<file path="src/rtl/rcm_pkg.sv">
`default_nettype none

package rcm_pkg;

	localparam int MAX_DIM      = 4096;
	localparam int DIM_W        = 13;
	localparam int CNT_W        = 12;
	localparam int RAD_W        = 13;
	localparam int COLOR_W      = 32;
	localparam int CFG_W        = 45;
	localparam int CFG_IDX_W    = 3;
	localparam int CHAN_W       = 8;
	localparam int NCORNER      = 4;
	localparam int DIFF_W       = 15;
	localparam int MAG_W        = 14;
	localparam int SQ_W         = 2 * MAG_W;
	localparam int RSQ_W        = 2 * RAD_W;
	localparam int SUM_W        = SQ_W + 1;
	localparam int QDEPTH       = 2;
	localparam int PTR_W        = $clog2(QDEPTH);
	localparam int QCNT_W       = $clog2(QDEPTH + 1);
	localparam int MAX_INFLIGHT = QDEPTH + 2;
	localparam int INFL_W       = $clog2(MAX_INFLIGHT + 1);

	localparam logic [DIM_W-1:0] MAX_DIM_V = DIM_W'(MAX_DIM);

	localparam int C_TL = 0;
	localparam int C_TR = 1;
	localparam int C_BL = 2;
	localparam int C_BR = 3;

	typedef enum logic [CFG_IDX_W-1:0] {
		CFG_IMAGE_WIDTH,
		CFG_IMAGE_HEIGHT,
		CFG_PIXEL_FORMAT,
		CFG_CORNER_TL,
		CFG_CORNER_TR,
		CFG_CORNER_BL,
		CFG_CORNER_BR
	} cfg_idx_t;

	typedef struct packed {
		logic [RAD_W-1:0]   radius;
		logic [COLOR_W-1:0] color;
	} corner_t;

	typedef struct packed {
		logic [DIM_W-1:0]          width;
		logic [DIM_W-1:0]          height;
		logic                      rgba;
		corner_t [NCORNER-1:0]     corner;
	} cfg_t;

	typedef struct packed {
		logic [CHAN_W-1:0] red;
		logic [CHAN_W-1:0] green;
		logic [CHAN_W-1:0] blue;
		logic [CHAN_W-1:0] alpha;
	} pixel_t;

	typedef struct packed {
		pixel_t                        pix;
		logic                          frame_end;
		logic [NCORNER-1:0]            in_sq;
		logic [NCORNER-1:0][MAG_W-1:0] mag_x;
		logic [NCORNER-1:0][MAG_W-1:0] mag_y;
	} work_t;

	typedef struct packed {
		logic push;
	} q_wr_t;

	function automatic logic [DIM_W-1:0] eff_dim(input logic [DIM_W-1:0] v);
		logic [DIM_W-1:0] res;
		res = v;
		if (v == '0)
			res = DIM_W'(1);
		else if (v > MAX_DIM_V)
			res = MAX_DIM_V;
		return res;
	endfunction

	function automatic logic [MAG_W-1:0] mag_of(input logic [DIFF_W-1:0] d);
		logic [DIFF_W-1:0] neg;
		neg = ~d + DIFF_W'(1);
		return d[DIFF_W-1] ? neg[MAG_W-1:0] : d[MAG_W-1:0];
	endfunction

endpackage

`default_nettype wire

</file>
<file path="src/rtl/rcm_queue.sv">
`default_nettype none

module rcm_queue import rcm_pkg::*; (
	input  wire logic clk,
	input  wire logic arst_n,
	input  q_wr_t     wr,
	input  work_t     push_data,
	output logic      full,
	input  wire logic pop,
	output logic      empty,
	output work_t     pop_data
);

	work_t             mem_q [QDEPTH];
	logic [PTR_W-1:0]  wr_ptr_q;
	logic [PTR_W-1:0]  rd_ptr_q;
	logic [QCNT_W-1:0] count_q;

	assign full     = count_q == QCNT_W'(QDEPTH);
	assign empty    = count_q == '0;
	assign pop_data = mem_q[rd_ptr_q];

	always_ff @(posedge clk) begin
		if (wr.push)
			mem_q[wr_ptr_q] <= push_data;
	end

	always_ff @(posedge clk or negedge arst_n) begin
		if (!arst_n) begin
			wr_ptr_q <= '0;
			rd_ptr_q <= '0;
			count_q  <= '0;
		end else begin
			if (wr.push)
				wr_ptr_q <= wr_ptr_q + PTR_W'(1);
			if (pop)
				rd_ptr_q <= rd_ptr_q + PTR_W'(1);
			case ({wr.push, pop})
				2'b10:   count_q <= count_q + QCNT_W'(1);
				2'b01:   count_q <= count_q - QCNT_W'(1);
				default: count_q <= count_q;
			endcase
		end
	end

endmodule

`default_nettype wire

</file>
<file path="config.mk">
export PLATFORM = sky130hd
export DESIGN_NAME = rcm_queue
export DESIGN_NICKNAME = d
export VERILOG_FILES = /design/src/rtl/rcm_pkg.sv /design/src/rtl/rcm_queue.sv
export SDC_FILE = /design/constraint.sdc
export NUM_CORES = 1
export LEC_CHECK = 0
export ABC_AREA = 1
export ABC_CLOCK_PERIOD_IN_PS = 9200
export BUFFER_PORTS_ARGS = -buffer_cell sky130_fd_sc_hd__buf_2
export CORE_MARGIN = 4
export CORE_UTILIZATION = 52
export DETAILED_ROUTE_END_ITERATION = 16
export GPL_TIMING_DRIVEN = 0
export HOLD_SLACK_MARGIN = 0.08
export PLACE_DENSITY = 0.88
export SLEW_MARGIN = 10
export SYNTH_ARGS = -nofsm -noshare
export SYNTH_HDL_FRONTEND = slang
export SYNTH_SLANG_ARGS = --single-unit
export TNS_END_PERCENT = 10
</file>
<file path="constraint.sdc">
create_clock -name clk -period 9.2 [get_ports clk]
set_clock_uncertainty 0.15 [all_clocks]
set_input_delay 0.46 -clock clk [delete_from_list [all_inputs] [get_ports clk]]
set_output_delay 0.46 -clock clk [all_outputs]
set_load 0.02 [all_outputs]
</file>
-- Yosys cells after proc, flatten, opt, wreduce, memory -nomap -nowiden
Memory sizes are Yosys's and may differ from the RTL's.
Index checks and enable logic that the tools add are counted.
W data, S select, Z words.
- memory bits (read-only): 0
- memories: 1
- output and inout port bits: 151
- register bits after elaboration: 4
- input bits: 153
- latch bits: 0
- RAM bits: 298
- add/sub/neg operators: 4
- equality and inequality tests: 3
- divide/modulo/power cells: 0
- shift-type cells: 0
- mux-type cells: 3
- multiply operators: 0
- magnitude comparators: 0
- bitwise gates (word level): 0
- reductions and logical operators: 2
- memories (name ; words ; bits a word ; rd ports ; clocked after memory_dff ; wr ports ; line ; RTL):
    mem_q ; 2 ; 149 ; 1 ; 0 ; 1 ; rcm_queue.sv:14 ; work_t mem_q [QDEPTH];
- operator list (cell ; count):
    $eq A2 B2 Y1 const B ; 2
    $pmux W2 S2 ; 1
    $add A1 B1 Y1 const B ; 2
    $add A2 B1 Y2 const B ; 1
    $eq A2 B1 Y1 const B ; 1
    $logic_not A2 Y1 ; 1
    $mux W1 ; 2
    $reduce_bool A2 Y1 ; 1
    $sub A2 B1 Y2 const B ; 1

-- Logic depth before layout (Yosys ltp)
- depth after elaboration: 2
- gate-level depth with buffers: 7
- depth with buffers taken out: 7

-- Worst setup path before layout
Ideal clock, no wire load.
- path type: in2reg
- from: in wr
- to: mem mem_q[0][0] (netlist name), enable pin
- slack: 1.629 ns
- data arrival time: 6.758 ns
- buffers on the path: 0
- stages on the path: 2
- path through: inv_1 nor2_1
- cells in the longest elaborated chain, start to end: 2
- RTL lines (what ; line ; RTL):
    start, declared ; rcm_queue.sv:6 ; input q_wr_t wr,
    $mux W1 ; rcm_queue.sv:24 ; if (wr.push)
    $mux W1 (implied by the code) ; rcm_queue.sv:25 ; mem_q[wr_ptr_q] <= push_data;
    end, declared ; rcm_queue.sv:14 ;
Every way passes these cells.

==> flow_metrics.py <==
metrics = {
    "status": {
        "outcome": "finished clean",
    },
    "global_routing": {
        "grt_pass1_vias": 8682,
        "antenna_found_initial": 2,
        "grt.total_usage": 0.2513,
        "grt_max_degree": 83,
        "grt_overflow": 0,
        "grt_pass1_wl_mm": 46.88,
    },
    "pwr": {
        "p_int_mw": 3.039,
        "power_leakage_nw": 6.734,
        "peakVddDrop_v": 0.0002651,
        "comb_power_share": 0.365,
        "p_seq_frac": 0.392,
        "powerDensity_mw_per_mm2": 308.5,
        "power_switching_share": 0.3730,
        "power_frac_clock": 0.243,
        "netSwitchingPower_mw": 1.808,
    },
    "route": {
        "wl_met3_mm": 2.462,
        "drc": 0,
        "ant_nets": 0,
        "viasPerCell": 5.138,
        "wl_per_cell_microns": 19.43,
        "drtPass1Iterations": 5,
        "route.layer.met1.wl_mm": 10.49,
        "drtIter0Drc": 648,
        "wl_met2_mm": 16.86,
        "highest_layer": "met4",
        "routed_wirelength_mm": 30.93,
        "vias": 8179,
    },
    "floorplanning": {
        "core_sq_mm": 0.02115,
        "die_w_microns": 155.0,
        "io_pins": 304,
        "die_area_sq_mm": 0.02404,
        "die-height_microns": 155.0,
        "start_util": 0.5315,
        "rows": 53,
    },
    "clocking": {
        "insertion_delay_ps": 530,
        "clk_pin_slew_ps": 60,
        "cts_tree": "done",
        "clkSinkCount": 302,
        "cts-root-buf": "clkbuf_16",
        "cts_buffer_depth": 3,
        "ctsHtreeMaxLevel": 1,
        "numCtsBuffers": 29,
    },
    "sta": {
        "setup_violations": 0,
        "period_share": 0.2986,
        "slew_headroom": 0.5476,
        "layout_min_cycle_time_ps": 2747,
        "hold_violations": 0,
        "rsz0062_at_grt": "no",
        "fin_hold_ws_ps": 130.9,
        "slew_violations": 0,
        "fmax_mhz": 364.0,
        "worst_slew_pin_slew_ps": 677.1,
    },
    "place": {
        "dp_hpwl_mm": 17.37,
        "portBuffers": 303,
        "gp_congestion": 0.7830,
    },
    "logic_synthesis": {
        "ys_warn_count": 0,
        "synthDistinctLibCells": 16,
        "synth-simple-area-share": 0.05342,
        "synth_compound_area_frac": 0.06633,
        "syn_nets": 956,
        "synth_top_family_by_area": "buffers and inverters",
        "synth.yosys.seq_area_share": 0.8048,
        "synth.avg_cell_area_sq_um": 14.02,
        "synth_mux_area_frac": 0,
        "synth-xor-area-share": 0.002337,
        "synthesis.area_sq_mm": 0.01124,
        "synth_seq_cells": 302,
        "syn_inst": 802,
        "synth-adder-area-share": 0.001113,
    },
    "finish": {
        "nFillCells": 1154,
        "finalNetCount": 1448,
        "drive_gt1_frac": 0.2829,
        "final_util": 0.7427,
        "synthToLayoutAreaGrowth_pct": 39.74,
    },
    "critical_path": {
        "cp_max_fo": 10,
        "crit_path_start_kind": "register",
        "crit_required_ps": 8590,
        "critical_path_arrival_ps": 2140,
        "crit_type": "reg2out",
        "end_kind": "output port",
    },
    "run": {
        "max_cap_viol_count": 0,
    },
    "min_path": {
        "hold_path_class": "in2async",
    },
}
==> metrics by stage <==
step | TNS (ps) | instances | setup WS, ps | cell area, sq um | power (mW)
after floorplan | 0 | 802 | 1629 | 11240 | 2.964
after detailed placement | 0 | 1386 | 6988 | 13250 | 3.585
after global placement | -231670 | 1380 | -1568 | 13100 | 3.572
after CTS | 0 | 1590 | 6519 | 15710 | 4.812
after global routing | 0 | 1592 | 6411 | 15710 | 5.069
final | 0 | 1592 | 6453 | 15710 | 4.846
==> critical path, stage by stage (launching register included) <==
cell      delay (ps)
dfrtp_1          370
buf_2            230
clkbuf_1         260
o21ai_0          480
buf_2            270
==> final timing paths <==
path,start,to,cells after the start,slack (ps)
max,rd_ptr_q,pop_data[125],4,6450
min,arst_n,count_q[0],2,130
max reg2reg,wr_ptr_q,mem_q[1][95],3,7180
min reg2reg,count_q[1],count_q[1],2,400
max in group asynchronous,arst_n,rd_ptr_q,2,8650
min in group clk,count_q[1],count_q[1],2,400
==> metal layers <==
layer | GRT usage | vias to the layer above
li1 | - | 3701
met1 | 0.2759 | 3937
met2 | 0.4734 | 457
met3 | 0.05591 | 84
met4 | 0.09336 | 0
met5 | 0 | -
==> power groups by stage <==
stage | Sequential, mW | Combinational [mW] | Clock, mW
finish | 1.90 | 1.77 | 1.18
global route | 1.92 | 1.89 | 1.26
CTS | 1.89 | 1.74 | 1.18
detailed placement | 1.92 | 1.67 | 0
global placement | 1.99 | 1.58 | 0
floorplan | 1.95 | 1.01 | 0
==> placed cells by master, fill, tap and decap left out, drive strengths merged, types with 2 or more instances in the layout <==
cell / count
nor2: 3
clkinv: 15
diode: 2
inv: 155
edfxtp: 298
buf: 328
dfrtp: 4
nand2: 154
bufinv: 4
dlygate4sd3: 152
o21ai: 149
xor2: 2
clkbuf: 46
==> cell usage after synthesis <==
library cell / count / area (sq um)
nand3_1: 1 / 5.000
xor2_1: 2 / 17.52
dfrtp_1: 4 / 100.1
xnor2_1: 1 / 8.760
nand4_1: 1 / 6.260
inv_1: 155 / 581.8
nor2_1: 3 / 11.26
buf_2: 5 / 25.02
clkbuf_1: 14 / 52.55
buf_6: 12 / 135.1
buf_4: 2 / 15.01
nand2_1: 154 / 578.1
o21ai_1: 30 / 150.1
o21ai_0: 119 / 595.6
ha_1: 1 / 12.51
edfxtp_1: 298 / 8949
==> sequential cells by signal, summed over array words and instances, names as in the netlist <==
name / count
rd_ptr_q: 1
mem_q: 298
count_q: 2
wr_ptr_q: 1
==> cells by family after synthesis <==
kind of cell / Yosys count
adders and majority gates: 1
and+or+nand+nor: 159
AOI/OAI and AO/OA: 149
buffers and inverters: 188
DFF: 302
xor gates and xnor gates: 3
==> final cells by class <==
class | count | area, sq um | share of cell area
multi-input cells | 312 | 1393 | 0.08864
clock buffers | 32 | 737.0 | 0.04691
inverters | 155 | 589.3 | 0.03751
repair buffers | 461 | 3173 | 0.2020
diodes | 2 | 5.005 | 0.0003185
clock inverters | 20 | 193.9 | 0.01234
plain buffers | 33 | 227.7 | 0.01449
flip-flops and latches | 302 | 9049 | 0.5759
well taps | 275 | 344.1 | 0.02190
==> timing repair <==
item,in CTS,in global routing
hold endpoints to repair,304,0
hold buffers,152,0
buffers inserted,0,0
resized for setup,0,0
No activity file was read; power rests on OpenSTA's default activity.
