### config.mk
export PLATFORM = sky130hd
export DESIGN_NAME = rcm_back_flat
export DESIGN_NICKNAME = d
export VERILOG_FILES = /design/src/rtl/rcm_pkg.sv /design/src/rtl/rcm_ifs.sv /design/src/rtl/rcm_back.sv /design/src/flat_wrapper.sv
export SDC_FILE = /design/constraint.sdc
export NUM_CORES = 2
export LEC_CHECK = 0
export ABC_AREA = 1
export BUFFER_PORTS_ARGS = -buffer_cell sky130_fd_sc_hd__buf_2
export CORE_ASPECT_RATIO = 0.6
export CORE_UTILIZATION = 43
export CTS_CLUSTER_DIAMETER = 100
export DETAILED_ROUTE_END_ITERATION = 10
export HOLD_SLACK_MARGIN = 0.08
export PLACE_DENSITY_LB_ADDON = 0.12
export SETUP_SLACK_MARGIN = 0.15
export SYNTH_ARGS = -nofsm -noshare
export SYNTH_HDL_FRONTEND = slang
export SYNTH_SLANG_ARGS = --single-unit
### constraint.sdc
create_clock -name clk -period 20.7 [get_ports clk]
set_input_delay 4.14 -clock clk [delete_from_list [all_inputs] [get_ports clk]]
set_output_delay 4.14 -clock clk [all_outputs]
set_load 0.03 [all_outputs]
### src/rtl/rcm_pkg.sv
`default_nettype none

package rcm_pkg;

	localparam int MAX_DIM      = 4096;
	localparam int DIM_W        = 13;
	localparam int CNT_W        = 12;
	localparam int RAD_W        = 13;
	localparam int COLOR_W      = 32;
	localparam int CFG_W        = 45;
	localparam int CFG_IDX_W    = 3;
	localparam int CHAN_W       = 8;
	localparam int NCORNER      = 4;
	localparam int DIFF_W       = 15;
	localparam int MAG_W        = 14;
	localparam int SQ_W         = 2 * MAG_W;
	localparam int RSQ_W        = 2 * RAD_W;
	localparam int SUM_W        = SQ_W + 1;
	localparam int QDEPTH       = 2;
	localparam int PTR_W        = $clog2(QDEPTH);
	localparam int QCNT_W       = $clog2(QDEPTH + 1);
	localparam int MAX_INFLIGHT = QDEPTH + 2;
	localparam int INFL_W       = $clog2(MAX_INFLIGHT + 1);

	localparam logic [DIM_W-1:0] MAX_DIM_V = DIM_W'(MAX_DIM);

	localparam int C_TL = 0;
	localparam int C_TR = 1;
	localparam int C_BL = 2;
	localparam int C_BR = 3;

	typedef enum logic [CFG_IDX_W-1:0] {
		CFG_IMAGE_WIDTH,
		CFG_IMAGE_HEIGHT,
		CFG_PIXEL_FORMAT,
		CFG_CORNER_TL,
		CFG_CORNER_TR,
		CFG_CORNER_BL,
		CFG_CORNER_BR
	} cfg_idx_t;

	typedef struct packed {
		logic [RAD_W-1:0]   radius;
		logic [COLOR_W-1:0] color;
	} corner_t;

	typedef struct packed {
		logic [DIM_W-1:0]          width;
		logic [DIM_W-1:0]          height;
		logic                      rgba;
		corner_t [NCORNER-1:0]     corner;
	} cfg_t;

	typedef struct packed {
		logic [CHAN_W-1:0] red;
		logic [CHAN_W-1:0] green;
		logic [CHAN_W-1:0] blue;
		logic [CHAN_W-1:0] alpha;
	} pixel_t;

	typedef struct packed {
		pixel_t                        pix;
		logic                          frame_end;
		logic [NCORNER-1:0]            in_sq;
		logic [NCORNER-1:0][MAG_W-1:0] mag_x;
		logic [NCORNER-1:0][MAG_W-1:0] mag_y;
	} work_t;

	typedef struct packed {
		logic push;
	} q_wr_t;

	function automatic logic [DIM_W-1:0] eff_dim(input logic [DIM_W-1:0] v);
		logic [DIM_W-1:0] res;
		res = v;
		if (v == '0)
			res = DIM_W'(1);
		else if (v > MAX_DIM_V)
			res = MAX_DIM_V;
		return res;
	endfunction

	function automatic logic [MAG_W-1:0] mag_of(input logic [DIFF_W-1:0] d);
		logic [DIFF_W-1:0] neg;
		neg = ~d + DIFF_W'(1);
		return d[DIFF_W-1] ? neg[MAG_W-1:0] : d[MAG_W-1:0];
	endfunction

endpackage

`default_nettype wire

### src/rtl/rcm_ifs.sv
`default_nettype none


interface rcm_out_if;
	logic       valid;
	logic       ready;
	logic [7:0] out_red;
	logic [7:0] out_green;
	logic [7:0] out_blue;
	logic [7:0] out_alpha;
	logic       was_filled;
	logic       frame_end;

	modport source (output valid, output out_red, output out_green, output out_blue,
		output out_alpha, output was_filled, output frame_end, input ready);
	modport sink (input valid, input out_red, input out_green, input out_blue,
		input out_alpha, input was_filled, input frame_end, output ready);
endinterface

`default_nettype wire

### src/rtl/rcm_back.sv
`default_nettype none

module rcm_back import rcm_pkg::*; (
	input  wire logic clk,
	input  wire logic arst_n,
	input  cfg_t      cfg,
	input  work_t     pop_data,
	input  wire logic q_empty,
	output logic      pop,
	rcm_out_if.source pix_out
);

	logic                   v_s1;
	pixel_t                 pix_s1;
	logic                   fe_s1;
	logic [NCORNER-1:0]     inside_s1;
	logic [SQ_W-1:0]        sqx_s1 [NCORNER];
	logic [SQ_W-1:0]        sqy_s1 [NCORNER];
	logic [RSQ_W-1:0]       rsq_s1 [NCORNER];

	logic                   v_s2;
	pixel_t                 pix_s2;
	logic                   filled_s2;
	logic                   fe_s2;

	logic                   s1_ready;
	logic                   s2_ready;
	logic [NCORNER-1:0]     hit;
	logic                   filled;
	logic [COLOR_W-1:0]     color;
	pixel_t                 pix_next;

	assign s2_ready = !v_s2 || pix_out.ready;
	assign s1_ready = !v_s1 || s2_ready;
	assign pop      = !q_empty && s1_ready;

	always_ff @(posedge clk) begin
		if (s1_ready) begin
			pix_s1    <= pop_data.pix;
			fe_s1     <= pop_data.frame_end;
			inside_s1 <= pop_data.in_sq;
			for (int i = 0; i < NCORNER; i++) begin
				sqx_s1[i] <= SQ_W'(pop_data.mag_x[i]) * SQ_W'(pop_data.mag_x[i]);
				sqy_s1[i] <= SQ_W'(pop_data.mag_y[i]) * SQ_W'(pop_data.mag_y[i]);
				rsq_s1[i] <= RSQ_W'(cfg.corner[i].radius) * RSQ_W'(cfg.corner[i].radius);
			end
		end
	end

	always_comb begin
		filled = 1'b0;
		color  = '0;
		for (int i = 0; i < NCORNER; i++) begin
			hit[i] = inside_s1[i] &&
				((SUM_W'(sqx_s1[i]) + SUM_W'(sqy_s1[i])) > SUM_W'(rsq_s1[i]));
			if (hit[i]) begin
				filled = 1'b1;
				color  = cfg.corner[i].color;
			end
		end
		if (filled) begin
			pix_next.red   = color[23:16];
			pix_next.green = color[15:8];
			pix_next.blue  = color[7:0];
			pix_next.alpha = cfg.rgba ? color[31:24] : pix_s1.alpha;
		end else begin
			pix_next = pix_s1;
		end
	end

	always_ff @(posedge clk) begin
		if (s2_ready) begin
			pix_s2    <= pix_next;
			filled_s2 <= filled;
			fe_s2     <= fe_s1;
		end
	end

	always_ff @(posedge clk or negedge arst_n) begin
		if (!arst_n) begin
			v_s1 <= 1'b0;
			v_s2 <= 1'b0;
		end else begin
			if (s1_ready)
				v_s1 <= !q_empty;
			if (s2_ready)
				v_s2 <= v_s1;
		end
	end

	assign pix_out.valid      = v_s2;
	assign pix_out.out_red    = pix_s2.red;
	assign pix_out.out_green  = pix_s2.green;
	assign pix_out.out_blue   = pix_s2.blue;
	assign pix_out.out_alpha  = pix_s2.alpha;
	assign pix_out.was_filled = filled_s2;
	assign pix_out.frame_end  = fe_s2;

endmodule

`default_nettype wire

### src/flat_wrapper.sv
// flat-port wrapper written by rule: the top's interface ports become plain ports
module rcm_back_flat import rcm_pkg::*;
  (clk, arst_n, cfg, pop_data, q_empty, pop, pix_out_valid, pix_out_out_red, pix_out_out_green, pix_out_out_blue, pix_out_out_alpha, pix_out_was_filled, pix_out_frame_end, pix_out_ready);
  rcm_out_if pix_out_i ();
  input  wire logic clk;
  input  wire logic arst_n;
  input  cfg_t cfg;
  input  work_t pop_data;
  input  wire logic q_empty;
  output logic pop;
  output wire logic [$bits(pix_out_i.valid)-1:0] pix_out_valid;
  output wire logic [$bits(pix_out_i.out_red)-1:0] pix_out_out_red;
  output wire logic [$bits(pix_out_i.out_green)-1:0] pix_out_out_green;
  output wire logic [$bits(pix_out_i.out_blue)-1:0] pix_out_out_blue;
  output wire logic [$bits(pix_out_i.out_alpha)-1:0] pix_out_out_alpha;
  output wire logic [$bits(pix_out_i.was_filled)-1:0] pix_out_was_filled;
  output wire logic [$bits(pix_out_i.frame_end)-1:0] pix_out_frame_end;
  input wire logic [$bits(pix_out_i.ready)-1:0] pix_out_ready;
  assign pix_out_valid = pix_out_i.valid;
  assign pix_out_out_red = pix_out_i.out_red;
  assign pix_out_out_green = pix_out_i.out_green;
  assign pix_out_out_blue = pix_out_i.out_blue;
  assign pix_out_out_alpha = pix_out_i.out_alpha;
  assign pix_out_was_filled = pix_out_i.was_filled;
  assign pix_out_frame_end = pix_out_i.frame_end;
  assign pix_out_i.ready = pix_out_ready;
  rcm_back u_core (.clk(clk), .arst_n(arst_n), .cfg(cfg), .pop_data(pop_data), .q_empty(q_empty), .pop(pop), .pix_out(pix_out_i));
endmodule
# Word-level counts from Yosys, hierarchy flattened
# Memory sizes are Yosys's and may differ from the RTL's.
# Index checks and enable logic that the tools add are counted.
dict set report word_totals {
  ff_bits 73
  ramBits 328
  wordCells 59
  memories 3
}
# memory words word_bits read_ports rd_ports_with_merged_regs write_ports line_no
set memory_table {}
lappend memory_table {u_core.sqx_s1 4 28 4 0 4 rcm_back.sv:17} ;# logic [SQ_W-1:0] sqx_s1 [NCORNER];
lappend memory_table {u_core.sqy_s1 4 28 4 0 4 rcm_back.sv:18} ;# logic [SQ_W-1:0] sqy_s1 [NCORNER];
lappend memory_table {u_core.rsq_s1 4 26 4 0 4 rcm_back.sv:19} ;# logic [RSQ_W-1:0] rsq_s1 [NCORNER];
dict set report op_classes {
  add_sub_neg 4
  n_mul 12
  n_lt_le_gt_ge 4
  mux 12
  n_reduce_logical 10
}
# op count
set ops {}
lappend ops {{multiplier 14 x 14 -> 28 bit} 8}
lappend ops {{two-way mux 32 bit} 5}
lappend ops {{adder 28 x 28 -> 29 bit} 4}
lappend ops {{greater-than comparator 29 x 26 -> 1 bit} 4}
lappend ops {{multiplier 13 x 13 -> 26 bit} 4}
lappend ops {{two-way mux 8 bit} 1}
lappend ops {{two-way mux 1 bit} 6}
lappend ops {{logical AND 1 bit} 5}
lappend ops {{logical NOT 1 bit} 3}
lappend ops {{logical OR 1 bit} 2}

# Longest topological paths before layout
dict set report depth {
  depth_word 9
  ltp_mapped 33
}

# Least setup slack after synthesis
# OpenSTA, ideal clock, no wires.
dict set report synth_path {
  kind {input to output}
  start {in pix_out_ready}
  end {out pop}
  t_arrival_ns 13.889
  required_ns 16.560
  path_slack_ns 2.671
  cell_stages 4
  n_path_buf 0
  cell_sequence {inv_1 -> nand3_1 -> nand2_1 -> inv_1}
}
dict set report synth_via {
  elab_chain_len 3
}
# item line_no
set synth_rtl {}
lappend synth_rtl {{start: declaration} flat_wrapper.sv:18} ;# input wire logic [$bits(pix_out_i.ready)-1:0] pix_out_ready;
lappend synth_rtl {{logical OR 1 bit} rcm_back.sv:33} ;# assign s2_ready = !v_s2 || pix_out.ready;
lappend synth_rtl {{logical OR 1 bit} rcm_back.sv:34} ;# assign s1_ready = !v_s1 || s2_ready;
lappend synth_rtl {{logical AND 1 bit} rcm_back.sv:35} ;# assign pop = !q_empty && s1_ready;
lappend synth_rtl {{end: declaration} flat_wrapper.sv:10} ;# output logic pop;
# Every way passes these cells.

==> impl_metrics.py <==
metrics = {
    "status": {
        "status": "complete, no violations",
    },
    "detailed_routing": {
        "drc": 0,
        "routed_wirelength_mm": 202,
        "firstDrtPassIters": 6,
        "drt_wl_cell_um": 16.0,
        "ant_nets": 0,
        "dr_total_vias": 60900,
        "drt_iter0_drc": 3478,
        "post_drt_via_cell_ratio": 4.83,
    },
    "placed_design": {
        "dpl-instance-area_mm2": 0.0880,
        "gp_congestion": 0.884,
        "dpl.hpwl_mm": 173,
        "port-buffer-count": 369,
    },
    "critical_path": {
        "cp_max_fo": 14,
        "cp_num_cells": 23,
        "critPathRequiredTime_ps": 21060,
        "path_buf_inv": 6,
        "critical_path.startpoint_type": "input port",
        "worstSetupEndpointType": "flip-flop",
        "cp_cell_sequence": "buf_2, nand2_1, fa_1, fa_1, inv_1, fa_1, inv_1, fa_1, inv_1, fa_1, inv_1, fa_1, inv_1, ha_1, a21o_1, a31oi_1, o21ai_1, a21boi_1, o21bai_1, a21boi_1, o21ai_1, a21oi_1, xnor2_1",
        "critical_setup_path_class": "input port to flip-flop",
        "critPathMostFrequentCell": "sky130_fd_sc_hd__fa_1",
        "worstRegToRegCells": 25,
        "cp.arrival_ps": 9970,
        "largest_stage_delay_on_the_critical_path_ps": 550,
        "critPathSlowestCell": "sky130_fd_sc_hd__fa_1",
        "cpLargestDelayFamily": "adder cells",
    },
    "hold_path": {
        "timing.hold.worst_path_depth": 0,
        "worst_hold_path_type": "flip-flop to flip-flop",
    },
    "timing": {
        "worst_hold_slack_ps": 432,
        "setup_repair_after_global_routing_missed_its_margin": "false",
        "fin_crit_sh_pct": 46.4,
        "highest_achievable_clock_rate_mhz": 104,
        "total_neg_setup_slack_ps": 0,
        "max_slew.worst_pin.slew_ps": 1140,
        "hold_fails_final_rpt": 0,
        "timing.max_slew.rel_slack_pct": 23.6,
        "final-max-slew-violation-count": 0,
        "setup-violations-final": 0,
        "final_period_minus_worst_setup_slack_ps": 9610,
        "clock_skew_ps": 25.3,
    },
    "synthesis": {
        "post_synth.cell_area_avg_um2": 8.59,
        "synth-edff-count": 387,
        "synth.largest_area_cell": "sky130_fd_sc_hd__fa_1",
        "synth.net_count": 12600,
        "ys_seq_elements": 389,
        "synth.most_common_cell": "sky130_fd_sc_hd__inv_1",
        "synth-seq-area-share_pct": 13.9,
        "ys_async_sr_fraction_pct": 0.514,
        "synth_top_family_by_area": "adder cells",
        "synth_fa_ha_area_share_pct": 49.3,
        "most_instantiated_cells_after_synthesis": "2756 x sky130_fd_sc_hd__inv_1, 1820 x sky130_fd_sc_hd__nand2_1, 1329 x sky130_fd_sc_hd__fa_1",
        "synth-simple-area-share_pct": 12.9,
        "synth.cell_area_mm2": 0.0837,
        "most_used_dff_post_synth": "sky130_fd_sc_hd__edfxtp_1",
        "synth.mux.area_fraction_pct": 0,
        "synthTopCellsByArea": "sky130_fd_sc_hd__fa_1 32%, sky130_fd_sc_hd__ha_1 18%, sky130_fd_sc_hd__edfxtp_1 14%",
        "yosysUniqueCellTypes": 62,
        "synth_compound_gate_area_share_pct": 5.72,
        "postSynthCellCount": 9751,
        "yosys_warnings": 0,
        "synth_xor_area_share_pct": 4.76,
        "synth_top_cell_area_share_pct": 31.8,
    },
    "global_routing": {
        "grt.total_usage_pct": 20.9,
        "grt-ovfl-total": 0,
        "grt_pass1_vias": 62400,
        "initial_antenna_violation_count": 33,
        "largest_net_degree_at_the_start_of_global_routing": 80,
        "grt_pass1_wl_mm": 331,
    },
    "floorplan": {
        "dieWidth_um": 572,
        "design.portCount": 396,
        "die-area_mm2": 0.197,
        "row_count": 125,
        "initial_core_util_pct": 43.3,
        "placeableCoreArea_mm2": 0.193,
        "floorplan_die_height_um": 344,
    },
    "clock_tree": {
        "cts_tree": "yes",
        "cts-resized-gates": 0,
        "clk_pin_slew_ps": 60,
        "htree_num_levels": 2,
        "cts_hold_repair.buffers": 0,
        "cts_setup_buffers": 0,
        "clock_tree.buffer_depth": 3,
        "clk-insertion-delay-late_ps": 620,
        "clock_sink_count": 389,
        "cts_made_buffers": 48,
        "clock-root-buffer": "sky130_fd_sc_hd__clkbuf_16",
    },
    "final_layout": {
        "syn2layout_area_growth_pct": 7.11,
        "final_nets": 12800,
        "finish.instance_area_mm2": 0.0897,
        "post_route_cells_drive_above_1_share_pct": 5.61,
    },
    "flow_run": {
        "timing.max_cap.violations": 0,
    },
}
[state kept, by name (all words and copies together), names as in the netlist]
| name | count |
|---|---|
| u_core.sqy_s1 | 108 |
| u_core.v_s1 | 1 |
| u_core.pix_s1 | 32 |
| u_core.pix_out.valid | 1 |
| u_core.pix_out.out_blue | 8 |
| u_core.pix_out.frame_end | 1 |
| u_core.pix_out.out_alpha | 8 |
| u_core.rsq_s1 | 100 |
| u_core.pix_out.out_green | 8 |
| u_core.inside_s1 | 4 |
| u_core.pix_out.out_red | 8 |
| u_core.pix_out.was_filled | 1 |
| u_core.fe_s1 | 1 |
| u_core.sqx_s1 | 108 |
[cell type report]
class / count / area, um2
antenna: 13 / 32.5
tap: 2603 / 3260
inverter: 2759 / 10400
timing repair buffer: 379 / 1920
clock inverter: 28 / 343
clock buffer: 56 / 1250
fill: 19000 / 104000
multi-input combinational: 6390 / 60800
sequential: 389 / 11700
[cell families after synthesis]
logic type | Yosys count
buffers and inverters | 2972
AND/OR/NAND/NOR | 2595
other | 1
adder cells (fa/ha/maj) | 2500
XOR/XNOR | 455
flip-flops | 389
AO/OA/AOI/OAI | 839
[layout by cell type (no fill, tap or decap), drive strengths merged, types with 30 or more instances in the layout]
cell type | Yosys | layout
o21bai | 55 | 55
xor2 | 273 | 273
ha | 1171 | 1171
clkbuf | 189 | 56
edfxtp | 387 | 387
nand3 | 270 | 270
o21ai | 189 | 189
inv | 2759 | 2767
nor2 | 285 | 285
a31oi | 30 | 30
nand4 | 82 | 82
or2 | 47 | 47
xnor2 | 182 | 182
nand2 | 1839 | 1839
a21oi | 439 | 439
fa | 1329 | 1329
a21o | 43 | 43
nor3 | 46 | 46
buf | 24 | 379
[path summary, 6_finish.rpt]
kind / startpoint / end / slack, ps
min in group asynchronous: arst_n / u_core.v_s1$_DFFE_PN0N_ / 3310
worst max-delay path: pop_data[103] / u_core.sqx_s1[3][26]$_DFFE_PN_ / 11090
worst min-delay path: u_core.fe_s1$_DFFE_PN_ / u_core.pix_out.frame_end$_DFFE_PP_ / 430
worst max register to register: u_core.sqy_s1[1][10]$_DFFE_PN_ / u_core.pix_out.out_green[4]$_DFFE_PP_ / 15160
worst min register to register: u_core.fe_s1$_DFFE_PN_ / u_core.pix_out.frame_end$_DFFE_PP_ / 430
max in group asynchronous: arst_n / u_core.pix_out.valid$_DFFE_PN0P_ / 17290
[metal layers]
layer  wire length, um  GRT usage (%)  vias up  share of wire [%]
met3             11800           2.71      150                5.9
met5               133              0        -              0.066
li1                  -              -    30000                  -
met4              2370           2.87       20                1.2
met1            107000           33.6    29400                 53
met2             80200           30.1     1302                 40
[per-stage QoR]
step,worst slack [ps],util (%),std cells
finish,11090,46.3,12600
global route,10840,46.3,12600
CTS,11190,46.3,12600
detailed placement,10550,45.5,12500
global placement,10520,45.5,12500
floorplan,2670,-,9751
Power is left out: the tool's default activity adds up to more than one toggle a clock period on the data nets, which glitch-free logic cannot reach.
