==> config.mk <==
export PLATFORM = sky130hd
export DESIGN_NAME = rcm_front_flat
export DESIGN_NICKNAME = d
export VERILOG_FILES = /design/src/rtl/rcm_pkg.sv /design/src/rtl/rcm_ifs.sv /design/src/rtl/rcm_front.sv /design/src/flat_wrapper.sv
export SDC_FILE = /design/constraint.sdc
export NUM_CORES = 1
export LEC_CHECK = 0
export BUFFER_PORTS_ARGS = -buffer_cell sky130_fd_sc_hd__buf_2
export CAP_MARGIN = 10
export CORE_ASPECT_RATIO = 0.7
export CORE_MARGIN = 8
export CORE_UTILIZATION = 45
export DETAILED_ROUTE_END_ITERATION = 16
export PLACE_DENSITY_LB_ADDON = 0.12
export REMOVE_ABC_BUFFERS = 1
export SLEW_MARGIN = 25
export SYNTH_ARGS = -nofsm -noshare
export SYNTH_HDL_FRONTEND = slang
export SYNTH_SLANG_ARGS = --single-unit
export TNS_END_PERCENT = 100
==> constraint.sdc <==
create_clock -name clk -period 9.4 [get_ports clk]
set_input_delay 0.94 -clock clk [delete_from_list [all_inputs] [get_ports clk]]
set_output_delay 0.94 -clock clk [all_outputs]
set_load 0.1 [all_outputs]
==> src/rtl/rcm_pkg.sv <==
`default_nettype none

package rcm_pkg;

	localparam int MAX_DIM      = 4096;
	localparam int DIM_W        = 13;
	localparam int CNT_W        = 12;
	localparam int RAD_W        = 13;
	localparam int COLOR_W      = 32;
	localparam int CFG_W        = 45;
	localparam int CFG_IDX_W    = 3;
	localparam int CHAN_W       = 8;
	localparam int NCORNER      = 4;
	localparam int DIFF_W       = 15;
	localparam int MAG_W        = 14;
	localparam int SQ_W         = 2 * MAG_W;
	localparam int RSQ_W        = 2 * RAD_W;
	localparam int SUM_W        = SQ_W + 1;
	localparam int QDEPTH       = 2;
	localparam int PTR_W        = $clog2(QDEPTH);
	localparam int QCNT_W       = $clog2(QDEPTH + 1);
	localparam int MAX_INFLIGHT = QDEPTH + 2;
	localparam int INFL_W       = $clog2(MAX_INFLIGHT + 1);

	localparam logic [DIM_W-1:0] MAX_DIM_V = DIM_W'(MAX_DIM);

	localparam int C_TL = 0;
	localparam int C_TR = 1;
	localparam int C_BL = 2;
	localparam int C_BR = 3;

	typedef enum logic [CFG_IDX_W-1:0] {
		CFG_IMAGE_WIDTH,
		CFG_IMAGE_HEIGHT,
		CFG_PIXEL_FORMAT,
		CFG_CORNER_TL,
		CFG_CORNER_TR,
		CFG_CORNER_BL,
		CFG_CORNER_BR
	} cfg_idx_t;

	typedef struct packed {
		logic [RAD_W-1:0]   radius;
		logic [COLOR_W-1:0] color;
	} corner_t;

	typedef struct packed {
		logic [DIM_W-1:0]          width;
		logic [DIM_W-1:0]          height;
		logic                      rgba;
		corner_t [NCORNER-1:0]     corner;
	} cfg_t;

	typedef struct packed {
		logic [CHAN_W-1:0] red;
		logic [CHAN_W-1:0] green;
		logic [CHAN_W-1:0] blue;
		logic [CHAN_W-1:0] alpha;
	} pixel_t;

	typedef struct packed {
		pixel_t                        pix;
		logic                          frame_end;
		logic [NCORNER-1:0]            in_sq;
		logic [NCORNER-1:0][MAG_W-1:0] mag_x;
		logic [NCORNER-1:0][MAG_W-1:0] mag_y;
	} work_t;

	typedef struct packed {
		logic push;
	} q_wr_t;

	function automatic logic [DIM_W-1:0] eff_dim(input logic [DIM_W-1:0] v);
		logic [DIM_W-1:0] res;
		res = v;
		if (v == '0)
			res = DIM_W'(1);
		else if (v > MAX_DIM_V)
			res = MAX_DIM_V;
		return res;
	endfunction

	function automatic logic [MAG_W-1:0] mag_of(input logic [DIFF_W-1:0] d);
		logic [DIFF_W-1:0] neg;
		neg = ~d + DIFF_W'(1);
		return d[DIFF_W-1] ? neg[MAG_W-1:0] : d[MAG_W-1:0];
	endfunction

endpackage

`default_nettype wire

==> src/rtl/rcm_ifs.sv <==
`default_nettype none

interface rcm_in_if;
	logic       valid;
	logic       ready;
	logic [7:0] in_red;
	logic [7:0] in_green;
	logic [7:0] in_blue;
	logic [7:0] in_alpha;

	modport source (output valid, output in_red, output in_green, output in_blue,
		output in_alpha, input ready);
	modport sink (input valid, input in_red, input in_green, input in_blue,
		input in_alpha, output ready);
endinterface


`default_nettype wire

==> src/rtl/rcm_front.sv <==
`default_nettype none

module rcm_front import rcm_pkg::*; (
	input  wire logic  clk,
	input  wire logic  arst_n,
	rcm_in_if.sink     pix_in,
	input  cfg_t       cfg,
	output q_wr_t      wr,
	input  wire logic  q_full,
	output work_t      push_data
);

	logic [CNT_W-1:0]  col_q;
	logic [CNT_W-1:0]  row_q;
	logic [DIM_W-1:0]  w_eff;
	logic [DIM_W-1:0]  h_eff;
	logic [DIM_W-1:0]  col_inc;
	logic [DIM_W-1:0]  row_inc;
	logic              last_col;
	logic              last_row;
	logic              in_frame;
	logic [DIFF_W-1:0] xs;
	logic [DIFF_W-1:0] ys;
	logic [DIFF_W-1:0] ws;
	logic [DIFF_W-1:0] hs;
	logic [DIFF_W-1:0] rs [NCORNER];
	logic [DIFF_W-1:0] dx [NCORNER];
	logic [DIFF_W-1:0] dy [NCORNER];
	logic              hit_x [NCORNER];
	logic              hit_y [NCORNER];

	assign w_eff    = eff_dim(cfg.width);
	assign h_eff    = eff_dim(cfg.height);
	assign col_inc  = DIM_W'(col_q) + DIM_W'(1);
	assign row_inc  = DIM_W'(row_q) + DIM_W'(1);
	assign last_col = col_inc >= w_eff;
	assign last_row = row_inc >= h_eff;
	assign in_frame = (DIM_W'(col_q) < w_eff) && (DIM_W'(row_q) < h_eff);

	assign xs = DIFF_W'(col_q);
	assign ys = DIFF_W'(row_q);
	assign ws = DIFF_W'(w_eff);
	assign hs = DIFF_W'(h_eff);

	always_comb begin
		for (int i = 0; i < NCORNER; i++) begin
			rs[i] = DIFF_W'(cfg.corner[i].radius);
			if (i == C_TR || i == C_BR) begin
				hit_x[i] = (xs + rs[i]) >= ws;
				dx[i]    = xs + rs[i] - ws;
			end else begin
				hit_x[i] = xs < rs[i];
				dx[i]    = xs - rs[i];
			end
			if (i == C_BL || i == C_BR) begin
				hit_y[i] = (ys + rs[i]) >= hs;
				dy[i]    = ys + rs[i] - hs;
			end else begin
				hit_y[i] = ys < rs[i];
				dy[i]    = ys - rs[i];
			end
		end
	end

	always_comb begin
		push_data.pix.red   = pix_in.in_red;
		push_data.pix.green = pix_in.in_green;
		push_data.pix.blue  = pix_in.in_blue;
		push_data.pix.alpha = pix_in.in_alpha;
		push_data.frame_end = last_col && last_row;
		for (int i = 0; i < NCORNER; i++) begin
			push_data.in_sq[i] = in_frame && hit_x[i] && hit_y[i];
			push_data.mag_x[i] = mag_of(dx[i]);
			push_data.mag_y[i] = mag_of(dy[i]);
		end
	end

	assign pix_in.ready = !q_full;
	assign wr.push      = pix_in.valid && !q_full;

	always_ff @(posedge clk or negedge arst_n) begin
		if (!arst_n) begin
			col_q <= '0;
			row_q <= '0;
		end else if (wr.push) begin
			if (last_col) begin
				col_q <= '0;
				row_q <= last_row ? '0 : row_inc[CNT_W-1:0];
			end else begin
				col_q <= col_inc[CNT_W-1:0];
			end
		end
	end

endmodule

`default_nettype wire

==> src/flat_wrapper.sv <==
// flat-port wrapper written by rule: the top's interface ports become plain ports
module rcm_front_flat import rcm_pkg::*;
  (clk, arst_n, cfg, wr, q_full, push_data, pix_in_valid, pix_in_in_red, pix_in_in_green, pix_in_in_blue, pix_in_in_alpha, pix_in_ready);
  rcm_in_if pix_in_i ();
  input  wire logic clk;
  input  wire logic arst_n;
  input  cfg_t cfg;
  output q_wr_t wr;
  input  wire logic q_full;
  output work_t push_data;
  input wire logic [$bits(pix_in_i.valid)-1:0] pix_in_valid;
  input wire logic [$bits(pix_in_i.in_red)-1:0] pix_in_in_red;
  input wire logic [$bits(pix_in_i.in_green)-1:0] pix_in_in_green;
  input wire logic [$bits(pix_in_i.in_blue)-1:0] pix_in_in_blue;
  input wire logic [$bits(pix_in_i.in_alpha)-1:0] pix_in_in_alpha;
  output wire logic [$bits(pix_in_i.ready)-1:0] pix_in_ready;
  assign pix_in_i.valid = pix_in_valid;
  assign pix_in_i.in_red = pix_in_in_red;
  assign pix_in_i.in_green = pix_in_in_green;
  assign pix_in_i.in_blue = pix_in_in_blue;
  assign pix_in_i.in_alpha = pix_in_in_alpha;
  assign pix_in_ready = pix_in_i.ready;
  rcm_front u_core (.clk(clk), .arst_n(arst_n), .pix_in(pix_in_i), .cfg(cfg), .wr(wr), .q_full(q_full), .push_data(push_data));
endmodule
# After elaboration in Yosys (flattened, before gate mapping)
# Cells that the tools add are included.
# classes
reduce_logical,15
n_mux,14
n_addsub,22
magnitude_cmp,14
bitwise,8
# op_table
cell,n
"adder 14 x 1 -> 14 bit, second input constant",8
2-to-1 mux 14 bit,8
NOT 14 bit,8
less-than comparator 12 x 13 -> 1 bit,6
greater-or-equal comparator 15 x 13 -> 1 bit,4
subtractor 14 x 13 -> 15 bit,4
adder 12 x 13 -> 14 bit,4
subtractor 12 x 13 -> 14 bit,4
2-to-1 mux 13 bit,4
"adder 12 x 1 -> 13 bit, second input constant",2
greater-or-equal comparator 13 bit,2
"greater-than comparator 13 bit, second input constant",2
logical NOT 13 bit,2
2-to-1 mux 12 bit,2
logical AND 1 bit,11
AND reduction 2 bit,1
logical NOT 1 bit,1
# word_totals
elab_cells,75
regBits,24

# Logic depth before layout (Yosys ltp)
# Gate-level depths: netlist (run 1).
# depth
depth_word,7
depth_mapped,21

# Worst setup path after synthesis (run 1)
# OpenSTA, ideal clock, no wires.
# synth_timing
path_type,in2out
startpoint,in cfg[77] in the netlist's numbering
endpoint,out push_data[27] in the netlist's numbering
slack_ps,2034
path_buffers,0
t_arrival_ps,6426
t_required_ps,8460
stages,10
cell_sequence,ha_1 -> inv_1 -> fa_1 -> a21o_1 -> a221oi_4 -> xnor2_1 -> or4_4 -> or3b_4 -> or4_4 -> nor4_1
# synth_lines
element,line,rtl
start: declaration,flat_wrapper.sv:7,input cfg_t cfg;
end: declaration,flat_wrapper.sv:10,output work_t push_data;

==> report_table.html, run 1 <==
<table>
<tr><th>Metric</th><th>Value</th></tr>
<tr><th colspan="2">Outcome</th></tr>
<tr><td>Outcome</td><td>finished, final reports clean</td></tr>
<tr><th colspan="2">Logic synthesis</th></tr>
<tr><td>Dominant cell type by area after synthesis</td><td>ha_1</td></tr>
<tr><td>Sequential cell area fraction in the yosys report</td><td>0.0490</td></tr>
<tr><td>Number of synthesized register bits</td><td>24</td></tr>
<tr><td>Post-Synthesis Mean Instance Area</td><td>7.19 µm²</td></tr>
<tr><td>Count of flip-flops with a built-in enable after synthesis</td><td>0</td></tr>
<tr><td>Synth async-reset ratio</td><td>1.00</td></tr>
<tr><td>Count of unique library cells instantiated by Yosys</td><td>80</td></tr>
<tr><td>Most used flip-flop cell after synthesis</td><td>dfrtp_1</td></tr>
<tr><td>Combined area of all synthesized cells</td><td>~0.012 mm²</td></tr>
<tr><td>Commonest cells in the netlist</td><td>ha_1 (208), nor2_1 (147), xnor2_1 (143)</td></tr>
<tr><td>Total number of yosys warnings</td><td>0</td></tr>
<tr><td>Number of instances in the synthesized netlist</td><td>1706</td></tr>
<tr><td>Area share of the leading cell type in the synthesized netlist</td><td>0.212</td></tr>
<tr><td>Most common cell in the synthesized netlist</td><td>ha_1</td></tr>
<tr><td>Biggest area contributors in the synthesized netlist</td><td>ha_1 (21%), xnor2_1 (10%), a21oi_1 (5.1%)</td></tr>
<tr><th colspan="2">Detailed routing</th></tr>
<tr><td>Post-route ant nets</td><td>0</td></tr>
<tr><td>Final WL</td><td>42700 µm</td></tr>
<tr><td>Post-detailed-route DRC marker count</td><td>0</td></tr>
<tr><td>1st-pass router iterations</td><td>5</td></tr>
<tr><td>Iteration-0 DRC Markers</td><td>between 900 and 1000</td></tr>
<tr><td>Average via count per standard cell</td><td>5.85</td></tr>
<tr><td>Avg WL per Cell</td><td>19.2 µm</td></tr>
<tr><td>Via count</td><td>13000</td></tr>
<tr><th colspan="2">Timing</th></tr>
<tr><td>Post-route fraction of the period consumed by the critical path</td><td>0.717</td></tr>
<tr><td>Final Slew Violations</td><td>0</td></tr>
<tr><td>Unrepaired setup endpoints after global routing</td><td>no</td></tr>
<tr><td>Max-slew headroom</td><td>0.363</td></tr>
<tr><td>Maximum operating frequency</td><td>148 MHz</td></tr>
<tr><td>Least setup slack across all paths after layout</td><td>2.66 ns</td></tr>
<tr><td>Worst clock skew</td><td>0.00627 ns</td></tr>
<tr><td>Setup violators final</td><td>0</td></tr>
<tr><td>Actual transition at the worst max-transition pin</td><td>around 0.93 ns</td></tr>
<tr><td>Minimum period implied by the final worst setup slack</td><td>between 6 and 7 ns</td></tr>
<tr><td>Final hold vios</td><td>0</td></tr>
<tr><td>Post-Route Setup TNS</td><td>0 ns</td></tr>
<tr><th colspan="2">Die</th></tr>
<tr><td>Starting Density</td><td>0.458</td></tr>
<tr><td>Vertical die dimension</td><td>154 µm</td></tr>
<tr><td>Site row count</td><td>50</td></tr>
<tr><td>Area inside the core boundary</td><td>0.0268 mm²</td></tr>
<tr><td>I/O pins</td><td>394</td></tr>
<tr><td>Floorplan die area</td><td>0.0329 mm²</td></tr>
<tr><td>Die W</td><td>213 µm</td></tr>
<tr><th colspan="2">Worst setup path</th></tr>
<tr><td>Kind of start point of the critical path</td><td>flip-flop</td></tr>
<tr><td>Crit Path Max Fanout</td><td>13</td></tr>
<tr><td>Critical path capture point type</td><td>primary output</td></tr>
<tr><td>Arrival time at the worst endpoint</td><td>5.80 ns</td></tr>
<tr><td>Kind of critical path</td><td>reg -&gt; out</td></tr>
<tr><td>Worst endpoint required time</td><td>about 8.5 ns</td></tr>
<tr><th colspan="2">Clock network</th></tr>
<tr><td>Total CTS buffers</td><td>3</td></tr>
<tr><td>Clock Latency Late Sink</td><td>0.26 ns</td></tr>
<tr><td>CTS tree</td><td>built</td></tr>
<tr><td>Cell at the root of the clock tree</td><td>clkbuf_16</td></tr>
<tr><td>CTS clk-pin slew, worst paths</td><td>0.07 ns</td></tr>
<tr><td>Number of gates resized after CTS</td><td>0</td></tr>
<tr><td>Count of hold-fix buffers inserted at cts</td><td>0</td></tr>
<tr><td>Number of buffers on the longest clock path</td><td>2</td></tr>
<tr><td>Post-CTS Setup Bufs</td><td>0</td></tr>
<tr><td>Depth of the CTS H-tree</td><td>1</td></tr>
<tr><td>Clk sink count</td><td>24</td></tr>
<tr><th colspan="2">Global route</th></tr>
<tr><td>Number of antenna violations at the first check in global routing</td><td>0</td></tr>
<tr><td>Global route total overflow</td><td>0</td></tr>
<tr><td>First-pass GRT wire length</td><td>65400 µm</td></tr>
<tr><td>Maximum number of pins on one net before global-route repair</td><td>25</td></tr>
<tr><td>Met2 track utilization from global routing</td><td>0.368</td></tr>
<tr><td>All-layer global routing usage</td><td>0.245</td></tr>
<tr><td>Number of global-route vias before repair</td><td>12000</td></tr>
<tr><td>Met1 Use GR</td><td>0.365</td></tr>
<tr><td>Busiest metal layer after global routing</td><td>met2</td></tr>
<tr><td>Met3 track demand over resource</td><td>0.0443</td></tr>
<tr><th colspan="2">Layout</th></tr>
<tr><td>Fill cell total of the finished layout</td><td>2754</td></tr>
<tr><td>Footprint of the flip-flops and latches</td><td>601 µm²</td></tr>
<tr><td>Multi-input logic area</td><td>about 0.011 mm²</td></tr>
<tr><td>Total Nets Final</td><td>~2300</td></tr>
<tr><td>Synthesis-to-finish area growth</td><td>10.3%</td></tr>
<tr><td>Layout cells sized above 1</td><td>0.134</td></tr>
<tr><td>Diode count</td><td>0</td></tr>
<tr><th colspan="2">Run</th></tr>
<tr><td>Total of max-cap violations</td><td>0</td></tr>
<tr><th colspan="2">Worst hold path</th></tr>
<tr><td>Tightest Hold Check Type</td><td>in -&gt; async</td></tr>
<tr><th colspan="2">Placed design</th></tr>
<tr><td>Routability Congestion</td><td>around 0.95</td></tr>
<tr><td>Port Buf Inserts</td><td>200</td></tr>
<tr><td>Minimum setup slack after placement</td><td>2.77 ns</td></tr>
<tr><td>Dpl hpwl</td><td>35900 µm</td></tr>
</table>
-- critical path: stages, from the launching register on --
cell       delay, ns
dfrtp_1         0.73
inv_1           0.29
fa_1            0.49
nor2b_1         0.13
o21ai_0         0.12
a21boi_0        0.36
o2111ai_1       0.20
a21boi_0        0.36
o31ai_1         0.16
a21boi_0        0.16
ha_1            0.33
inv_1           0.17
o21bai_1        0.10
a221o_1         0.40
a21oi_1         0.32
o21ai_0         0.18
buf_4           0.21
a21oi_1         0.15
xor2_1          0.22
buf_2           0.46
-- worst paths after layout --
| check | start | cells past startpoint | endpoint | slack, ns |
|---|---|---|---|---|
| worst max-delay path | u_core.col_q[1]$_DFFE_PN0P_ | 19 | push_data[107] | 2.66 |
| worst min-delay path | arst_n | 1 | u_core.col_q[9]$_DFFE_PN0P_ | 0.67 |
| worst max register to register | u_core.col_q[1]$_DFFE_PN0P_ | 15 | u_core.row_q[0]$_DFFE_PN0P_ | 4.99 |
| worst min register to register | u_core.row_q[0]$_DFFE_PN0P_ | 2 | u_core.row_q[0]$_DFFE_PN0P_ | 0.70 |
| max in group asynchronous | arst_n | 1 | u_core.row_q[8]$_DFFE_PN0P_ | 8.35 |
| min in group clk | u_core.row_q[0]$_DFFE_PN0P_ | 2 | u_core.row_q[0]$_DFFE_PN0P_ | 0.70 |
-- final cells by class --
| class | instances | area share |
|---|---|---|
| clock buffer | 3 | 0.00555 |
| inverter | 113 | 0.0314 |
| multi-input combinational | 1502 | 0.804 |
| sequential | 24 | 0.0444 |
| tap | 364 | 0.0337 |
| timing repair buffer | 213 | 0.0812 |
-- logic make-up (layout without fill, tap and decap cells) --
family                   after synthesis  in the layout  share of synthesized area
AND/OR/NAND/NOR                      583            583                      0.240
XOR/XNOR                             215            215                      0.154
AO/OA/AOI/OAI                        476            476                      0.253
buffers and inverters                180            329                     0.0651
adder cells (fa/ha/maj)              220            220                      0.232
flip-flops                            24             24                     0.0490
multiplexers                           8              8                    0.00694
-- placed cells by master (no fill, tap or decap), types with 50 or more instances in the layout --
master     n
nand2_1  138
a21oi_1  126
o21ai_0  102
nor2_1   147
xor2_1    72
xnor2_1  143
buf_2    200
ha_1     208
nand3_1   50
inv_1    113
-- metrics by stage --
step | hold slack, ns | utilization | cells | area, µm²
2_1_floorplan | 0.587 | - | 1639 | 11900
3_3_place_gp | 0.670 | 0.502 | 2216 | 13400
3_5_place_dp | 0.690 | 0.502 | 2216 | 13400
4_1_cts | 0.685 | 0.505 | 2219 | 13500
5_1_grt | 0.710 | 0.505 | 2219 | 13500
6_report | 0.667 | 0.505 | 2219 | 13500
-- routing by layer --
metal  wire length, µm  up-vias
met3              3710       39
met5                 0        -
met1             20800     5965
met2             17500      495
li1                  -     6482
met4               618        0
-- registers in the layout (all words and copies together) (netlist names) --
name	cells
u_core.col_q	12
u_core.row_q	12
Power of run 1 is left out: the tool's default activity adds up to more than one toggle a clock period on the data nets, which glitch-free logic cannot reach.
==> inputs of run 2 (changes only) <==
- ABC_AREA: not set -> 1
- clock period: 9.4 -> 6.9 ns (I/O delays scaled with it)
==> run 2 against run 1 <==
  * Routed wire length rose by 18%
  * Flip-flop and latch count unchanged
  * Die area increased by 14%
  * Non-clock buffer count is 9 lower
  * Area after synthesis up 16%
  * Via count increased by 24%
  * Largest cell class unchanged
  * Critical path type unchanged
  * Sequential share of layout area is 0.56 points lower
  * Clock skew shrank 0.0047 ns
==> report_table.html, run 2 <==
<table>
<tr><th>Metric</th><th>Value</th></tr>
<tr><th colspan="2">Logic synthesis</th></tr>
<tr><td>Synth async-reset ratio</td><td>1.00</td></tr>
<tr><td>Dominant cell type by area after synthesis</td><td>nand2_1</td></tr>
<tr><td>Commonest cells in the netlist</td><td>nand2_1 (829), inv_1 (436), nand3_1 (209)</td></tr>
<tr><td>Most used flip-flop cell after synthesis</td><td>dfrtp_1</td></tr>
<tr><td>Number of synthesized register bits</td><td>24</td></tr>
<tr><td>Count of unique library cells instantiated by Yosys</td><td>42</td></tr>
<tr><td>Sequential cell area fraction in the yosys report</td><td>0.0424</td></tr>
<tr><td>Area share of the leading cell type in the synthesized netlist</td><td>0.220</td></tr>
<tr><td>Most common cell in the synthesized netlist</td><td>nand2_1</td></tr>
<tr><td>Number of instances in the synthesized netlist</td><td>2537</td></tr>
<tr><td>Biggest area contributors in the synthesized netlist</td><td>nand2_1 (22%), ha_1 (18%), inv_1 (12%)</td></tr>
<tr><td>Total number of yosys warnings</td><td>0</td></tr>
<tr><td>Post-Synthesis Mean Instance Area</td><td>5.59 µm²</td></tr>
<tr><td>Combined area of all synthesized cells</td><td>0.0142 mm²</td></tr>
<tr><td>Count of flip-flops with a built-in enable after synthesis</td><td>0</td></tr>
<tr><th colspan="2">Global route</th></tr>
<tr><td>First-pass GRT wire length</td><td>approximately 77000 µm</td></tr>
<tr><td>All-layer global routing usage</td><td>0.252</td></tr>
<tr><td>Met3 track demand over resource</td><td>0.0546</td></tr>
<tr><td>Global route total overflow</td><td>0</td></tr>
<tr><td>Number of global-route vias before repair</td><td>between 10000 and 15000</td></tr>
<tr><td>Maximum number of pins on one net before global-route repair</td><td>25</td></tr>
<tr><td>Busiest metal layer after global routing</td><td>met1</td></tr>
<tr><td>Number of antenna violations at the first check in global routing</td><td>1</td></tr>
<tr><td>Met1 Use GR</td><td>0.386</td></tr>
<tr><td>Met2 track utilization from global routing</td><td>0.352</td></tr>
<tr><th colspan="2">Timing</th></tr>
<tr><td>Post-route fraction of the period consumed by the critical path</td><td>0.813</td></tr>
<tr><td>Minimum period implied by the final worst setup slack</td><td>around 5.6 ns</td></tr>
<tr><td>Max-slew headroom</td><td>0.485</td></tr>
<tr><td>Final hold vios</td><td>0</td></tr>
<tr><td>Maximum operating frequency</td><td>178 MHz</td></tr>
<tr><td>Actual transition at the worst max-transition pin</td><td>0.772 ns</td></tr>
<tr><td>Final Slew Violations</td><td>0</td></tr>
<tr><td>Unrepaired setup endpoints after global routing</td><td>no</td></tr>
<tr><td>Worst clock skew</td><td>around 0.0016 ns</td></tr>
<tr><td>Post-Route Setup TNS</td><td>0 ns</td></tr>
<tr><td>Setup violators final</td><td>0</td></tr>
<tr><th colspan="2">Clock network</th></tr>
<tr><td>Count of hold-fix buffers inserted at cts</td><td>0</td></tr>
<tr><td>CTS clk-pin slew, worst paths</td><td>0.06 ns</td></tr>
<tr><td>Cell at the root of the clock tree</td><td>clkbuf_16</td></tr>
<tr><td>Number of gates resized after CTS</td><td>0</td></tr>
<tr><td>Number of buffers on the longest clock path</td><td>2</td></tr>
<tr><td>Depth of the CTS H-tree</td><td>1</td></tr>
<tr><td>Clk sink count</td><td>24</td></tr>
<tr><td>CTS tree</td><td>built</td></tr>
<tr><td>Clock Latency Late Sink</td><td>0.26 ns</td></tr>
<tr><td>Post-CTS Setup Bufs</td><td>0</td></tr>
<tr><td>Total CTS buffers</td><td>3</td></tr>
<tr><th colspan="2">Layout</th></tr>
<tr><td>Final Instance Area</td><td>about 0.015 mm²</td></tr>
<tr><td>Most frequent standard cell in the layout excluding fill and tap cells</td><td>nand2_1</td></tr>
<tr><td>Fill cell total of the finished layout</td><td>3367</td></tr>
<tr><td>Commonest cells after routing, fill and taps aside</td><td>nand2_1 (829), inv_1 (436), nand3_1 (209)</td></tr>
<tr><td>Synthesis-to-finish area growth</td><td>9.05%</td></tr>
<tr><td>Total Nets Final</td><td>3160</td></tr>
<tr><td>Diode count</td><td>0</td></tr>
<tr><td>Layout cells sized above 1</td><td>0.115</td></tr>
<tr><td>Largest registers in the final layout</td><td>u_core.col_q x12, u_core.row_q x12</td></tr>
<tr><th colspan="2">Worst setup path</th></tr>
<tr><td>Crit Path Max Fanout</td><td>10</td></tr>
<tr><td>Worst endpoint required time</td><td>6.21 ns</td></tr>
<tr><td>Kind of critical path</td><td>reg -&gt; out</td></tr>
<tr><td>Critical path capture point type</td><td>primary output</td></tr>
<tr><td>Origin of the worst setup path</td><td>u_core.col_q[1]$_DFFE_PN0P_</td></tr>
<tr><td>Critical register-to-register path startpoint</td><td>u_core.col_q[1]$_DFFE_PN0P_</td></tr>
<tr><td>Kind of start point of the critical path</td><td>flip-flop</td></tr>
<tr><td>Arrival time at the worst endpoint</td><td>4.92 ns</td></tr>
<tr><th colspan="2">Placed design</th></tr>
<tr><td>Cell Area, Placed</td><td>0.0154 mm²</td></tr>
<tr><td>Routability Congestion</td><td>0.910</td></tr>
<tr><td>Dpl hpwl</td><td>around 42000 µm</td></tr>
<tr><td>Port Buf Inserts</td><td>200</td></tr>
<tr><th colspan="2">Detailed routing</th></tr>
<tr><td>Iteration-0 DRC Markers</td><td>1506</td></tr>
<tr><td>1st-pass router iterations</td><td>8</td></tr>
<tr><td>Post-detailed-route DRC marker count</td><td>0</td></tr>
<tr><td>Avg WL per Cell</td><td>16.1 µm</td></tr>
<tr><td>Post-route ant nets</td><td>0</td></tr>
<tr><td>Average via count per standard cell</td><td>5.18</td></tr>
<tr><td>Via count</td><td>about 16000</td></tr>
<tr><td>Final WL</td><td>50200 µm</td></tr>
<tr><th colspan="2">Die</th></tr>
<tr><td>I/O pins</td><td>394</td></tr>
<tr><td>Vertical die dimension</td><td>165 µm</td></tr>
<tr><td>Site row count</td><td>54</td></tr>
<tr><td>Floorplan die area</td><td>0.0375 mm²</td></tr>
<tr><td>Die W</td><td>228 µm</td></tr>
<tr><td>Starting Density</td><td>0.456</td></tr>
<tr><td>Area inside the core boundary</td><td>0.0311 mm²</td></tr>
<tr><th colspan="2">Outcome</th></tr>
<tr><td>Outcome</td><td>finished, final reports clean</td></tr>
<tr><th colspan="2">Worst hold path</th></tr>
<tr><td>Tightest Hold Check Type</td><td>in -&gt; async</td></tr>
<tr><th colspan="2">Run</th></tr>
<tr><td>Total of max-cap violations</td><td>0</td></tr>
</table>
run 2: cells by family after synthesis:
logic type	after synthesis	share of synthesized area
adder cells (fa/ha/maj)	220	0.201
AND/OR/NAND/NOR	1432	0.438
AO/OA/AOI/OAI	234	0.0936
flip-flops	24	0.0424
XOR/XNOR	129	0.0797
buffers and inverters	498	0.146
run 2: path summary, 6_finish.rpt:
check | to | slack, ns | depth (start not counted)
worst min register to register | u_core.row_q[0]$_DFFE_PN0P_ | 0.68 | 2
max in group asynchronous | u_core.col_q[4]$_DFFE_PN0P_ | 6.13 | 1
min in group clk | u_core.row_q[0]$_DFFE_PN0P_ | 0.68 | 2
worst max-delay path | push_data[113] | 1.29 | 17
worst max register to register | u_core.row_q[7]$_DFFE_PN0P_ | 3.13 | 17
worst min-delay path | u_core.row_q[3]$_DFFE_PN0P_ | 0.41 | 1
run 2: worst max-delay path, stage by stage (launching register included):
cell and delay [ns]:
dfrtp_1 0.70, inv_1 0.24, fa_1 0.49, nand3b_1 0.18, nand2_1 0.13, a21boi_0 0.15, o21ai_0 0.40, a31oi_1 0.19
xor2_1 0.16, inv_1 0.05, ha_1 0.35, nand2_1 0.10, nor2_1 0.20, nand4_1 0.10, nor4_1 0.53, nor3_1 0.11
nor2_1 0.14, buf_2 0.44
run 2: layout make-up:
| cell class | count | area [µm²] | area share |
|---|---|---|---|
| Clock inverter | 1 | 30.0 | 0.00194 |
| Tap cell | 420 | 526 | 0.0340 |
| Multi-Input combinational cell | 2015 | 11500 | 0.745 |
| Clock buffer | 3 | 75.1 | 0.00486 |
| Timing Repair Buffer | 204 | 1030 | 0.0667 |
| Sequential cell | 24 | 601 | 0.0389 |
| Inverter | 449 | 1690 | 0.109 |
run 2: stage by stage:
step	hold slack, ns	cells	util	setup slack (ns)
final	0.413	3116	0.497	1.29
after global routing	0.453	3116	0.497	0.936
after CTS	0.429	3116	0.497	1.39
after detailed placement	0.653	3112	0.494	1.61
after global placement	0.656	3112	0.494	1.67
after floorplan	0.394	2488	-	0.886
run 2: per-layer routing:
layer  vias up  routed length [µm]
met4         6                 761
li1       8395                   -
met5         -                 201
met1      7138               26200
met3        46                4460
met2       559               18600
Power of run 2 is left out for the same reason.
